**config.mk**
```make
export PLATFORM = sky130hd
export DESIGN_NAME = hgs_lerp
export DESIGN_NICKNAME = d
export VERILOG_FILES = /design/src/bilinear_height_grid_sampler_unit_defines.svh /design/src/hgs_lerp.sv
export SDC_FILE = /design/constraint.sdc
export NUM_CORES = 2
export LEC_CHECK = 0
export BUFFER_PORTS_ARGS = -buffer_cell sky130_fd_sc_hd__clkbuf_2
export CAP_MARGIN = 10
export CELL_PAD_IN_SITES_DETAIL_PLACEMENT = 1
export CELL_PAD_IN_SITES_GLOBAL_PLACEMENT = 1
export CORE_UTILIZATION = 34
export CTS_CLUSTER_DIAMETER = 30
export CTS_CLUSTER_SIZE = 30
export DETAILED_ROUTE_END_ITERATION = 7
export MAX_ROUTING_LAYER = met4
export PLACE_DENSITY = 0.69
export SYNTH_ARGS = -nofsm -noshare
export SYNTH_HDL_FRONTEND = slang
export SYNTH_SLANG_ARGS = --single-unit
```
**constraint.sdc**
```tcl
create_clock -name clk -period 11.95 [get_ports clk]
set_input_delay 1.7925 -clock clk [delete_from_list [all_inputs] [get_ports clk]]
set_output_delay 1.7925 -clock clk [all_outputs]
set_load 0.1 [all_outputs]
```
**src/bilinear_height_grid_sampler_unit_defines.svh**
```systemverilog
// ----------------------------------------------------------------------------
// Bilinear height grid sampler assertion macros
// Checks that simulation builds keep and synthesis builds drop.
// ----------------------------------------------------------------------------
`ifndef BILINEAR_HEIGHT_GRID_SAMPLER_UNIT_DEFINES_SVH
`define BILINEAR_HEIGHT_GRID_SAMPLER_UNIT_DEFINES_SVH

`ifndef SYNTHESIS

// same-cycle implication on clk, masked during reset
`define HGS_ASSERT_IMP(lbl, ante, cons) \
	lbl: assert property (@(posedge clk) disable iff (!arst_n) (ante) |-> (cons)) \
		else $error("hgs assertion failed");

// next-cycle implication on clk, masked during reset
`define HGS_ASSERT_NXT(lbl, ante, cons) \
	lbl: assert property (@(posedge clk) disable iff (!arst_n) (ante) |=> (cons)) \
		else $error("hgs assertion failed");

`else

`define HGS_ASSERT_IMP(lbl, ante, cons)
`define HGS_ASSERT_NXT(lbl, ante, cons)

`endif

`endif

```
**src/hgs_lerp.sv**
```systemverilog
// ----------------------------------------------------------------------------
// Height grid sampler blend pipeline
// Bilinear blend of four corners in three register stages.
// ----------------------------------------------------------------------------
module hgs_lerp (
	input  logic               clk,
	input  logic               en,
	input  logic signed [31:0] h00,
	input  logic signed [31:0] h10,
	input  logic signed [31:0] h01,
	input  logic signed [31:0] h11,
	input  logic [8:0]         tx,
	input  logic [8:0]         tz,
	output logic signed [31:0] height
);

	logic signed [42:0] p0_l1, p1_l1;
	logic signed [31:0] h00_l1, h01_l1;
	logic [8:0]         tz_l1, tz_l2;
	logic signed [31:0] a_l2, b_l2, a_l3;
	logic signed [42:0] p_l3;
	logic signed [32:0] d0, d1, d2;

	// divide by 256 truncating toward zero
	function automatic logic signed [42:0] div256(input logic signed [42:0] p);
		logic signed [42:0] t;
		t = p + (p[42] ? 43'sd255 : 43'sd0);
		return t >>> 8;
	endfunction

	assign d0 = 33'(h10) - 33'(h00);
	assign d1 = 33'(h11) - 33'(h01);
	assign d2 = 33'(b_l2) - 33'(a_l2);

	// stage 1: edge differences times x weight
	always_ff @(posedge clk) begin
		if (en) begin
			p0_l1  <= 43'(d0 * $signed({1'b0, tx}));
			p1_l1  <= 43'(d1 * $signed({1'b0, tx}));
			h00_l1 <= h00;
			h01_l1 <= h01;
			tz_l1  <= tz;
		end
	end

	// stage 2: near and far edge heights
	always_ff @(posedge clk) begin
		if (en) begin
			a_l2  <= 32'(43'(h00_l1) + div256(p0_l1));
			b_l2  <= 32'(43'(h01_l1) + div256(p1_l1));
			tz_l2 <= tz_l1;
		end
	end

	// stage 3: difference times z weight
	always_ff @(posedge clk) begin
		if (en) begin
			p_l3 <= 43'(d2 * $signed({1'b0, tz_l2}));
			a_l3 <= a_l2;
		end
	end

	assign height = 32'(43'(a_l3) + div256(p_l3));

endmodule
```
After elaboration in Yosys (flattened, before gate mapping):

Index checks and enable logic that the tools add are counted.

* register bits: 307
* bits in latches: 0
* bits in writable memories: 0
* bits in read-only memories: 0
* input bits: 148
* logic and storage cells: 25
* memories kept: 0

* $add $sub $neg: 9
* multiply operators: 3
* div/mod/pow operators: 0
* magnitude comparators: 0
* eq/ne operators: 0
* shifts and indexed selects: 0
* muxes and demuxes: 3
* bitwise gates (word level): 0
* reduce and logical (&&, ||, !) cells: 0

Operator list (count)
* multiplier 33 x 10 -> 43 bit: 3
* adder 40 x 9 -> 40 bit: 3
* subtractor 32 x 32 -> 33 bit: 3
* adder 32 bit: 3
* 2-to-1 mux 8 bit: 3

Longest topological paths before layout:

* depth in word-level cells: 3
* gate-level depth with buffers: 33
* gate-level depth less buffers: 33

Worst setup path before layout:

No wires, ideal clock.

* path kind: input to register
* from: in h11[0]
* to: reg p1_l1[42], data pin
* setup time: 0.260 ns
* arrival: 8.681 ns
* data required time: 11.690 ns
* slack: 3.010 ns
* cell stages on the path: 32
* path through: inv_1 > ha_1 > fa_1 > nor2b_1 > o31ai_2 > a21oi_1 > o311a_1 > a31oi_2 > o21ai_1 > a21boi_1 > o21bai_1 > xor2_1 > nand2_1 > fa_1 > inv_1 > fa_1 > fa_1 > fa_1 > inv_1 > fa_1 > inv_1 > ha_1 > a21o_1 > a21o_1 > a21oi_1 > o21ai_0 > a22o_1 > or3_1 > nand2_1 > o31ai_1 > a21oi_1 > xnor2_1

* word-level cells in the longest chain between the ends: 2

RTL lines
* start, declared: line hgs_lerp.sv:11 `input logic signed [31:0] h11,`
* subtractor 32 x 32 -> 33 bit: line hgs_lerp.sv:32 `assign d1 = 33'(h11) - 33'(h01);`
* multiplier 33 x 10 -> 43 bit: line hgs_lerp.sv:39 `p1_l1 <= 43'(d1 * $signed({1'b0, tx}));`
* end signal, assigned: line hgs_lerp.sv:39
* end, declared: line hgs_lerp.sv:17 `logic signed [42:0] p0_l1, p1_l1;`

No other way between the ends.
A chain may end at the register's enable or synchronous reset.

Final worst setup path:

* from: in h01[1]
* to: reg p1_l1[42], data pin

* word-level cells in the longest chain between the ends: 2

RTL lines
* start, declared: line hgs_lerp.sv:10 `input logic signed [31:0] h01,`
* subtractor 32 x 32 -> 33 bit: line hgs_lerp.sv:32
* multiplier 33 x 10 -> 43 bit: line hgs_lerp.sv:39

No other way between the ends.

==> metrics.csv <==
stage,metric,value,unit
logic_synthesis,ys_ff_latch,301,
grt,grt_overflow,0,
grt,grt_use_total,20.6,%
cells_and_area,syn2layout_area_growth,11.0,%
clock_network,cts.htree.levels,3,
detailed_routing,num_vias,38600,
cells_and_area,fin_nets,6950,
logic_synthesis,ys_types,84,
timing,finalClockSkew,0.0356,ns
timing,finalCritPeriodShare,83.7,%
flow_run,timing.max_cap.violations,0,
detailed_routing,vias_per_cell,5.08,
timing,setup_slack,1.95,ns
placed_design,dp_hpwl,125000,µm
logic_synthesis,synth_area,0.0509,mm²
timing,fin_crit,10.00,ns
timing,fmax,100,MHz
timing,tightest_slew,1.20,ns
clock_network,cts_setup_buffers,0,
critical_path,cp_slowest_cell,o311ai_1,
critical_path,cp_data_required_time,12.34,ns
clock_network,clk_pin_slew,0.04,ns
timing,drv_slew,0,
floorplan,die_x,389,µm
clock_network,ctsResizeCount,0,
clock_network,cts_tree,done,
timing,final-setup-viol-count,0,
clock_network,cts_root_buf,clkbuf_16,
clock_network,clock_latency,0.66,ns
cells_and_area,drive_gt1_share,6.85,%
timing,fin_tns_setup,0,ns
logic_synthesis,synth_edf_count,301,
placed_design,portBuffers,179,
floorplan,dieArea,0.151,mm²
critical_path,cp-end-kind,register,
grt,grt_pass1_wl,236000,µm
detailed_routing,wl_per_cell,19.8,µm
placed_design,pre_cts_slack,1.40,ns
clock_network,numCtsBuffers,70,
timing,hold_violations,0,
detailed_routing,ant_nets,0,
critical_path,startpoint_type,input pin,
floorplan,start_util,34.4,%
logic_synthesis,synth_warnings,0,
critical_path,crit_fanout,9,
grt,antenna_found_initial,20,
clock_network,clock-sinks,301,
timing,rsz0062_at_grt,false,
logic_synthesis,syn_inst,5413,
grt,grt_pass1_vias,42400,
critical_path,slowest_delay,1.00,ns
placed_design,gp_congestion,0.902,
floorplan,die_h,389,µm
floorplan,num_io_pins,180,
logic_synthesis,syn_nets,6773,
floorplan,rows,141,
logic_synthesis,ys_seq_area_share,17.8,%
detailed_routing,firstDrtPassIters,5,
detailed_routing,routed_wl,150000,µm
critical_path,cpMostUsedCell,fa_1,
status,outcome,finished clean,
logic_synthesis,ys_async_sr_fraction,0,%
logic_synthesis,avgSynthCellArea,9.41,µm²
detailed_routing,drc,0,
worst_hold_path,min_path_type,register to register,
floorplan,core_area,0.148,mm²
cells_and_area,n_fill_cell,17100,
detailed_routing,first_iter_violations,1671,
critical_path,critPathKind,input pin to register,
logic_synthesis,ys.flop_type,edfxtp_1,
timing,relSlewSlack,19.5,%
grt,grt_start_max_net_pins,100,
clock_network,ctsHoldBuffers,0,
clock_network,cts_buffer_depth,3,
critical_path,worstPathArrival,10.39,ns
==> cells in the final DEF, fill, tap and decap left out, types with 71 or more instances in the layout <==
cell type	n
a21o_1	182
a21oi_1	256
and2_1	415
clkbuf_16	71
clkbuf_2	173
edfxtp_1	301
fa_1	729
ha_1	483
inv_1	957
nand2_1	517
nand3_1	88
nor2_1	138
nor2b_1	95
o21ai_0	129
xnor2_1	260
xor2_1	115
==> worst paths after layout <==
check	startpoint	end	slack (ns)	cells past startpoint
setup / recovery	h01[1]	p1_l1[42]	1.95	31
hold / removal	tz_l1[4]	tz_l2[4]	0.41	0
setup reg to reg	a_l2[0]	p_l3[42]	2.10	30
hold reg to reg	tz_l1[4]	tz_l2[4]	0.41	0
==> registers in the layout, summed over array words and instances, names as in the netlist <==
register,count
p_l3,41
p1_l1,41
h01_l1,32
h00_l1,32
tz_l2,9
p0_l1,41
a_l2,32
tz_l1,9
b_l2,32
a_l3,32
==> cells in the mapped netlist (all sizes together) (46+ instances only) <==
master / instances / share of area [%]
inv: 957 / 7.1
fa: 729 / 29
nand2: 517 / 3.8
ha: 483 / 12
and2: 415 / 5.1
edfxtp: 301 / 18
xnor2: 260 / 4.5
a21oi: 258 / 2.6
a21o: 182 / 2.7
o21ai: 144 / 1.4
nor2: 138 / 1.0
clkbuf: 126 / 0.93
xor2: 115 / 2.0
nor2b: 95 / 1.2
nand3: 88 / 0.86
and3: 60 / 0.74
nand4: 51 / 0.63
nand2b: 49 / 0.60
nor3: 47 / 0.46
o21bai: 46 / 0.68
==> kinds of logic (layout without fill, tap and decap cells) <==
family | after synthesis | count (layout) | synth area share, %
DFF | 301 | 301 | 17.8
other | 0 | 14 | 0
AOI/OAI and AO/OA | 882 | 882 | 11.4
xor gates and xnor gates | 375 | 375 | 6.45
muxes | 1 | 1 | 0.0197
and+or+nand+nor | 1557 | 1557 | 15.9
adders and majority gates | 1212 | 1212 | 40.5
buffers and inverters | 1085 | 1318 | 8.00
==> metal layers <==
| layer | global-route usage (%) | wire length [µm] | share of wire (%) | vias to the layer above |
|---|---|---|---|---|
| met1 | 25.8 | 67200 | 45 | 19700 |
| met2 | 34.3 | 72300 | 48 | 655 |
| met3 | 2.57 | 5890 | 3.9 | 186 |
| li1 | - | - | - | 18100 |
| met5 | - | 0 | 0 | - |
| met4 | 7.03 | 4690 | 3.1 | 0 |
==> area by class of cell <==
class                           count  area (µm²)  share of cell area, %
Antenna cell                       14        35.0                 0.0620
Clock inverter                     54         548                  0.969
Tap cell                         1930        2410                   4.27
Clock buffer                       74        1790                   3.16
Timing Repair Buffer              233        1310                   2.32
Sequential cell                   301        9040                   16.0
Multi-Input combinational cell   4027       37800                   66.9
Inverter                          957        3590                   6.35
==> worst max-delay path: cells and delay by family <==
kind	cells	cell delay, ns
fa+ha+maj	7	3.15
simple gates	9	1.58
compound gates	9	3.39
buf+inv	5	0.33
xor+xnor	1	0.13
==> metrics by stage <==
step	std cells	util, %	area [µm²]	hold WS (ns)
after CTS	7576	38.1	56500	0.415
after detailed placement	7448	36.6	54200	0.405
after floorplan	5413	-	50900	0.400
after global routing	7586	38.1	56500	0.421
final	7590	38.2	56500	0.413
after global placement	7448	36.6	54200	0.403
Power is left out: the tool's default activity adds up to more than one toggle a clock period on the data nets, which glitch-free logic cannot reach.
