<file path="src/bilinear_height_grid_sampler_unit_defines.svh">
// ----------------------------------------------------------------------------
// Bilinear height grid sampler assertion macros
// Checks that simulation builds keep and synthesis builds drop.
// ----------------------------------------------------------------------------
`ifndef BILINEAR_HEIGHT_GRID_SAMPLER_UNIT_DEFINES_SVH
`define BILINEAR_HEIGHT_GRID_SAMPLER_UNIT_DEFINES_SVH

`ifndef SYNTHESIS

// same-cycle implication on clk, masked during reset
`define HGS_ASSERT_IMP(lbl, ante, cons) \
	lbl: assert property (@(posedge clk) disable iff (!arst_n) (ante) |-> (cons)) \
		else $error("hgs assertion failed");

// next-cycle implication on clk, masked during reset
`define HGS_ASSERT_NXT(lbl, ante, cons) \
	lbl: assert property (@(posedge clk) disable iff (!arst_n) (ante) |=> (cons)) \
		else $error("hgs assertion failed");

`else

`define HGS_ASSERT_IMP(lbl, ante, cons)
`define HGS_ASSERT_NXT(lbl, ante, cons)

`endif

`endif

</file>
<file path="src/hgs_div.sv">
// ----------------------------------------------------------------------------
// Height grid sampler position divider
// Pipelined restoring divide of (delta * 256) by the spacing, one bit a stage.
// ----------------------------------------------------------------------------
module hgs_div #(
	parameter int QB = 12
) (
	input  logic               clk,
	input  logic               en,
	input  logic signed [32:0] delta,
	input  logic [30:0]        spacing,
	output logic [QB-1:0]      pos,
	output logic               outside
);

	localparam int DW = ((41 > 31 + QB) ? 41 : 31 + QB) + 1;

	logic [32:0]   mag;
	logic [DW-1:0] num;
	logic [DW-1:0] rem_p;
	logic          neg_p;
	logic          oob_p;
	logic [DW-1:0] rem_sk [QB];
	logic [QB-1:0] q_sk   [QB];
	logic          neg_sk [QB];
	logic          oob_sk [QB];

	// magnitude of the scaled delta
	assign mag = delta[32] ? 33'(-delta) : 33'(delta);
	assign num = DW'({mag, 8'h00});

	// prep stage: sign and quotient overflow check
	always_ff @(posedge clk) begin
		if (en) begin
			rem_p <= num;
			neg_p <= delta[32];
			oob_p <= num >= (DW'(spacing) << QB);
		end
	end

	// one quotient bit per stage, msb first
	always_ff @(posedge clk) begin
		if (en) begin
			for (int k = 0; k < QB; k++) begin
				logic [DW-1:0] r_in;
				logic [QB-1:0] q_in;
				logic [DW-1:0] d;
				r_in = (k == 0) ? rem_p : rem_sk[(k == 0) ? 0 : k - 1];
				q_in = (k == 0) ? '0 : q_sk[(k == 0) ? 0 : k - 1];
				d = DW'(spacing) << (QB - 1 - k);
				if (r_in >= d) begin
					rem_sk[k] <= r_in - d;
					q_sk[k]   <= q_in | (QB'(1) << (QB - 1 - k));
				end else begin
					rem_sk[k] <= r_in;
					q_sk[k]   <= q_in;
				end
				neg_sk[k] <= (k == 0) ? neg_p : neg_sk[(k == 0) ? 0 : k - 1];
				oob_sk[k] <= (k == 0) ? oob_p : oob_sk[(k == 0) ? 0 : k - 1];
			end
		end
	end

	// a negative delta stays inside only when it truncates to zero
	assign pos     = q_sk[QB-1];
	assign outside = oob_sk[QB-1] | (neg_sk[QB-1] & (|q_sk[QB-1]));

endmodule

</file>
<file path="config.mk">
export PLATFORM = sky130hd
export DESIGN_NAME = hgs_div
export DESIGN_NICKNAME = d
export VERILOG_FILES = /design/src/bilinear_height_grid_sampler_unit_defines.svh /design/src/hgs_div.sv
export SDC_FILE = /design/constraint.sdc
export NUM_CORES = 2
export LEC_CHECK = 0
export ABC_AREA = 1
export BUFFER_PORTS_ARGS = -buffer_cell sky130_fd_sc_hd__buf_2
export CORE_MARGIN = 3
export CORE_UTILIZATION = 30
export CTS_CLUSTER_SIZE = 20
export DETAILED_ROUTE_END_ITERATION = 7
export PLACE_DENSITY = 0.54
export SYNTH_ARGS = -nofsm -noshare
export SYNTH_HDL_FRONTEND = slang
export SYNTH_SLANG_ARGS = --single-unit
</file>
<file path="constraint.sdc">
create_clock -name clk -period 3.27 [get_ports clk]
set_input_delay 0.1635 -clock clk [delete_from_list [all_inputs] [get_ports clk]]
set_output_delay 0.1635 -clock clk [all_outputs]
set_load 0.03 [all_outputs]
</file>
# Word-level counts from Yosys, hierarchy flattened
# Memory sizes are Yosys's and may differ from the RTL's.
# Index checks and enable logic that the tools add are counted.
[classes] muxes=99 reduce_logical=1 add_sub_neg=13 bitwise=26 order_cmp=13
[op_table] operator="44-bit 2-to-1 mux" n=12
[op_table] operator="12-bit 2-to-1 mux" n=12
[op_table] operator="1-bit 2-to-1 mux" n=74
[op_table] operator="44-bit by 31-bit greater-or-equal comparator with 1-bit output" n=1
[op_table] operator="44-bit by 32-bit greater-or-equal comparator with 1-bit output" n=1
[op_table] operator="44-bit by 33-bit greater-or-equal comparator with 1-bit output" n=1
[op_table] operator="44-bit by 34-bit greater-or-equal comparator with 1-bit output" n=1
[op_table] operator="44-bit by 35-bit greater-or-equal comparator with 1-bit output" n=1
[op_table] operator="44-bit by 36-bit greater-or-equal comparator with 1-bit output" n=1
[op_table] operator="44-bit by 37-bit greater-or-equal comparator with 1-bit output" n=1
[op_table] operator="44-bit by 38-bit greater-or-equal comparator with 1-bit output" n=1
[op_table] operator="44-bit by 39-bit greater-or-equal comparator with 1-bit output" n=1
[op_table] operator="44-bit by 40-bit greater-or-equal comparator with 1-bit output" n=1
[op_table] operator="44-bit by 41-bit greater-or-equal comparator with 1-bit output" n=1
[op_table] operator="44-bit by 31-bit subtractor with 44-bit output" n=1
[op_table] operator="44-bit by 32-bit subtractor with 44-bit output" n=1
[op_table] operator="44-bit by 33-bit subtractor with 44-bit output" n=1
[op_table] operator="44-bit by 34-bit subtractor with 44-bit output" n=1
[op_table] operator="44-bit by 35-bit subtractor with 44-bit output" n=1
[op_table] operator="44-bit by 36-bit subtractor with 44-bit output" n=1
[op_table] operator="44-bit by 37-bit subtractor with 44-bit output" n=1
[op_table] operator="44-bit by 38-bit subtractor with 44-bit output" n=1
[op_table] operator="44-bit by 39-bit subtractor with 44-bit output" n=1
[op_table] operator="44-bit by 40-bit subtractor with 44-bit output" n=1
[op_table] operator="9 further kinds" n=33
[word_totals] reg_bits=35 n_memories=4 ram_bits=696 output_inout_bits=13
[mem_list] memory="rem_sk" depth=12 width=44 rd=11 rd_clocked_by_memory_dff=0 wr=12 line_no="hgs_div.sv:23" source="logic [DW-1:0] rem_sk [QB];"
[mem_list] memory="q_sk" depth=12 width=12 rd=12 rd_clocked_by_memory_dff=0 wr=12 line_no="hgs_div.sv:24" source="logic [QB-1:0] q_sk [QB];"
[mem_list] memory="neg_sk" depth=12 width=1 rd=12 rd_clocked_by_memory_dff=0 wr=12 line_no="hgs_div.sv:25" source="logic neg_sk [QB];"
[mem_list] memory="oob_sk" depth=12 width=1 rd=12 rd_clocked_by_memory_dff=0 wr=12 line_no="hgs_div.sv:26" source="logic oob_sk [QB];"

# Depth between registers and ports, before layout
# An unclocked memory read counts as a cell.
[logic_depth] word_depth=6 ltp_mapped=19 mapped_depth_nobuf=19

# Least setup slack after synthesis
# No wires, ideal clock.
[synth_timing] path_type="input to register" startpoint="input delta[1]" endpoint="register oob_p, data pin" stages=17 arrival_ps=2185 slack_ps=824 cell_sequence="inv_1 -> ha_1 -> nand3_1 -> nor2_1 -> nand3_1 -> nor2_1 -> nand3_1 -> o21ai_2 -> nand2_1 -> nand2_1 -> nand2_1 -> ha_1 -> nand4_1 -> nor3_1 -> and3_1 -> a21oi_1 -> nand3_1"
[synth_via] elab_chain_len=3
[synth_lines] element="start, declared" line_no="hgs_div.sv:10" source="input logic signed [32:0] delta,"
[synth_lines] element="33-bit negation" line_no="hgs_div.sv:29" source="assign mag = delta[32] ? 33'(-delta) : 33'(delta);"
[synth_lines] element="33-bit 2-to-1 mux" line_no="hgs_div.sv:29"
[synth_lines] element="named net mag[30]" line_no="hgs_div.sv:18" source="logic [32:0] mag;"
[synth_lines] element="41-bit by 43-bit greater-or-equal comparator with 1-bit output" line_no="hgs_div.sv:37" source="oob_p <= num >= (DW'(spacing) << QB);"
[synth_lines] element="end signal, assigned" line_no="hgs_div.sv:37"
[synth_lines] element="end, declared" line_no="hgs_div.sv:22" source="logic oob_p;"
# The timed path passes the listed nets, and every way through them passes these cells.
# A chain may end at the register's enable or synchronous reset.

==> flow_metrics.env <==
export IMPL_synth_yosys_seq_area_share_pct=31.0
export IMPL_fin_area_um2=60900
export IMPL_dp_hpwl_um=172000
export IMPL_worstSetupPathType="reg2reg"
export IMPL_slowest_stage="edfxtp_1"
export IMPL_post_cts_resized=0
export IMPL_place_area_um2=58300
export IMPL_finalSetupViolations=0
export IMPL_ios=79
export IMPL_yosysWarnings=0
export IMPL_drive_gt1_share_pct=5.34
export IMPL_yosys_area_share_xor_xnor_pct=3.88
export IMPL_ff2ff_path_depth=9
export IMPL_start_kind="flip-flop"
export IMPL_numCtsBuffers=73
export IMPL_cap_viol_max_count=0
export IMPL_synthSimpleGateAreaFrac_pct=37.3
export IMPL_fin_tns_setup_ns=0
export IMPL_die_w_um=431
export IMPL_finalClockSkew_ns=0.0414
export IMPL_firstDrtPassIters=6
export IMPL_ys_flop_type="edfxtp_1"
export IMPL_synth_area_um2=54200
export IMPL_fp_row_count=155
export IMPL_status="complete, no violations"
export IMPL_routed_via_density=4.89
export IMPL_timing_rr_end="rem_sk[7][29]"
export IMPL_drtIter0Drc=4923
export IMPL_crit_top_cell="nand2_1"
export IMPL_drc=0
export IMPL_synth_top_family_by_area="simple AND/OR/NAND/NOR gates"
export IMPL_clkTransAtPathRegs_ns=0.06
export IMPL_root_buffer="clkbuf_16"
export IMPL_crit_cells=9
export IMPL_syn_mean_instance_area_um2=6.49
export IMPL_grt_total_usage_pct=22.5
export IMPL_worst_slew_pin_slew_ns=0.843
export IMPL_antenna_found_initial=7
export IMPL_min_period_over_period_pct=89.1
export IMPL_yosysMostFrequentCell="nand2_1"
export IMPL_synth_edf_count=560
export IMPL_min_path_type="in2reg"
export IMPL_synthTopCellsByArea="edfxtp_1, nand2_1, inv_1"
export IMPL_synthTopCellsByCount="nand2_1, inv_1, nor2_1"
export IMPL_relSlewSlack_pct=43.8
export IMPL_synth_compound_area_share_pct=6.38
export IMPL_synth_async_sr_flop_share_pct=0
export IMPL_syn_inst=8357
export IMPL_gr_total_overflow=0
export IMPL_wl_per_cell_um=19.6
export IMPL_post_cts_buffers=0
export IMPL_synth_top_area_share_pct=31.0
export IMPL_endpoint_kind="flip-flop"
export IMPL_grt_max_degree=98
export IMPL_yosysUniqueCellTypes=55
export IMPL_fp_dieH_um=431
export IMPL_r2r_setup_slack_ns=0.36
export IMPL_required_ns=3.66
export IMPL_synthMuxAreaShare_pct=0
export IMPL_grt_pass1_vias=49600
export IMPL_dieArea_um2=186000
export IMPL_cp_startpoint="rem_sk[6][31]"
export IMPL_num_vias=53600
export IMPL_powerDensity_nw_per_um2=770
export IMPL_cpLargestDelayFamily="simple AND/OR/NAND/NOR gates"
export IMPL_crit_chain="ha_1, nand2_1, nor2_1, nand2_2, nor2_4, nand2_4, and2_1, nand3_1, nand2_1"
export IMPL_rsz0062_at_grt="false"
export IMPL_wirelength_um=215000
export IMPL_grt_pass1_wl_um=316000
export IMPL_synth_fa_ha_area_share_pct=9.63
export IMPL_fmax_mhz=343
export IMPL_cp_num_buf_inv=0
export IMPL_syn_to_final_growth_pct=12.3
export IMPL_clockBufferDepth=3
export IMPL_nets=9033
export IMPL_portBuffers=78
export IMPL_cts_tree="done"
export IMPL_htreeDepth=3
export IMPL_finalCoreUtilization_pct=34.0
export IMPL_finalCriticalPeriod_ns=2.91
export IMPL_cp_arrival_ns=3.30
export IMPL_final_hold_violation_count=0
export IMPL_clock_latency_ns=0.68
export IMPL_cts_sinks=560
export IMPL_ys_ff_latch=560
export IMPL_p_leak_nw=31.3
export IMPL_syn_nets=8834
export IMPL_ir_worst_vdd_mv=0.399
export IMPL_routabilityCongestion=0.984
export IMPL_worst_path_largest_cell_delay_ns=0.51
export IMPL_r2r_start="rem_sk[6][31]"
export IMPL_drv_slew=0
export IMPL_holdWs_ns=0.150
export IMPL_path_max_fanout=17
export IMPL_antenna_left=0
export IMPL_place_inst=10800
export IMPL_core_area_um2=179000
export IMPL_yosysTopAreaCell="edfxtp_1"
export IMPL_final_cells=11000
export IMPL_initial_core_util_pct=30.3
export IMPL_endpoint="rem_sk[7][29]"
[cell type report]
type | instances | area (µm²)
fillers | 19500 | 118000
clock inverters | 43 | 392
clock buffers | 89 | 1910
flip-flops and latches | 560 | 16800
inverters | 1503 | 5650
repair buffers | 231 | 2200
diodes | 1 | 2.50
well taps | 2355 | 2950
multi-input cells | 6187 | 31000
[sequential cells by signal (all words and copies together), names as in the netlist]
register  cells
q_sk         78
neg_p         1
neg_sk       12
rem_p        33
oob_p         1
oob_sk       12
rem_sk      423
[worst min path at each step]
stage	startpoint	endpoint	slack, ns	cells past startpoint
finish	spacing[1]	rem_sk[8][4]	0.15	3
global route	spacing[1]	rem_sk[8][4]	0.18	3
CTS	spacing[1]	rem_sk[8][4]	0.11	3
detailed placement	delta[0]	rem_p[8]	0.36	1
global placement	delta[0]	rem_p[8]	0.36	1
floorplan	delta[32]	neg_p	0.26	0
[cells by family (layout without fill, tap and decap cells)]
kind of cell | count (synthesis) | after routing
DFF | 560 | 560
and+or+nand+nor | 4902 | 4902
adders and majority gates | 411 | 411
xor gates and xnor gates | 240 | 240
other | 0 | 1
AOI/OAI and AO/OA | 634 | 634
buffers and inverters | 1610 | 1866
[worst min-delay path, stage by stage]
cell	delay (ns)
buf_2	0.22
fa_1	0.19
o21ai_1	0.06
[metal layers]
layer  GRT usage, %  vias up  share of wire (%)
li1               -    26700                  -
met1           30.8    25000                 45
met2           37.0     1632                 46
met3           2.61      278                5.8
met4           6.73        0                3.2
met5              0        -                  0
[layout by cell type, fill, tap and decap left out, types with 15 or more instances in the layout]
| master | netlist | layout |
|---|---|---|
| nand2_1 | 3268 | 3268 |
| inv_1 | 1478 | 1476 |
| nor2_1 | 695 | 695 |
| edfxtp_1 | 560 | 560 |
| nand3_1 | 540 | 540 |
| ha_1 | 400 | 400 |
| a21oi_1 | 353 | 353 |
| xor2_1 | 179 | 179 |
| o21ai_0 | 171 | 171 |
| nor3_1 | 93 | 93 |
| nand4_1 | 80 | 80 |
| buf_2 | 26 | 77 |
| clkbuf_16 | 0 | 74 |
| buf_4 | 36 | 72 |
| nand3b_1 | 68 | 68 |
| xnor2_1 | 61 | 61 |
| buf_12 | 2 | 45 |
| dlygate4sd3_1 | 0 | 36 |
| nor2_2 | 29 | 29 |
| o21bai_1 | 28 | 28 |
| nand2_2 | 26 | 26 |
| inv_2 | 23 | 23 |
| o21ai_1 | 23 | 23 |
| nor4_1 | 21 | 21 |
| o21ai_2 | 19 | 19 |
| nand3_2 | 19 | 19 |
| clkinv_1 | 0 | 19 |
| and2_1 | 15 | 15 |
| clkbuf_1 | 20 | 15 |
[report_power, final]
| group | switching (mW) | internal (mW) |
|---|---|---|
| clock network | 3.38 | 4.64 |
| registers | 2.11 | 11.1 |
| logic | 17.3 | 8.37 |
[per-stage QoR]
stage / worst slack [ns] / total power [mW]
finish: 0.358 / 46.9
floorplan: 0.824 / 30.1
detailed placement: 0.243 / 38.5
global route: 0.149 / 50.7
CTS: 0.433 / 46.8
global placement: 0.240 / 38.5
[repair_timing]
| action | in CTS | in global routing |
|---|---|---|
| hold buffers | 36 | 0 |
| setup endpoints to repair | 0 | 0 |
| hold endpoints to repair | 35 | 0 |
Power figures use the tool's default switching activity.
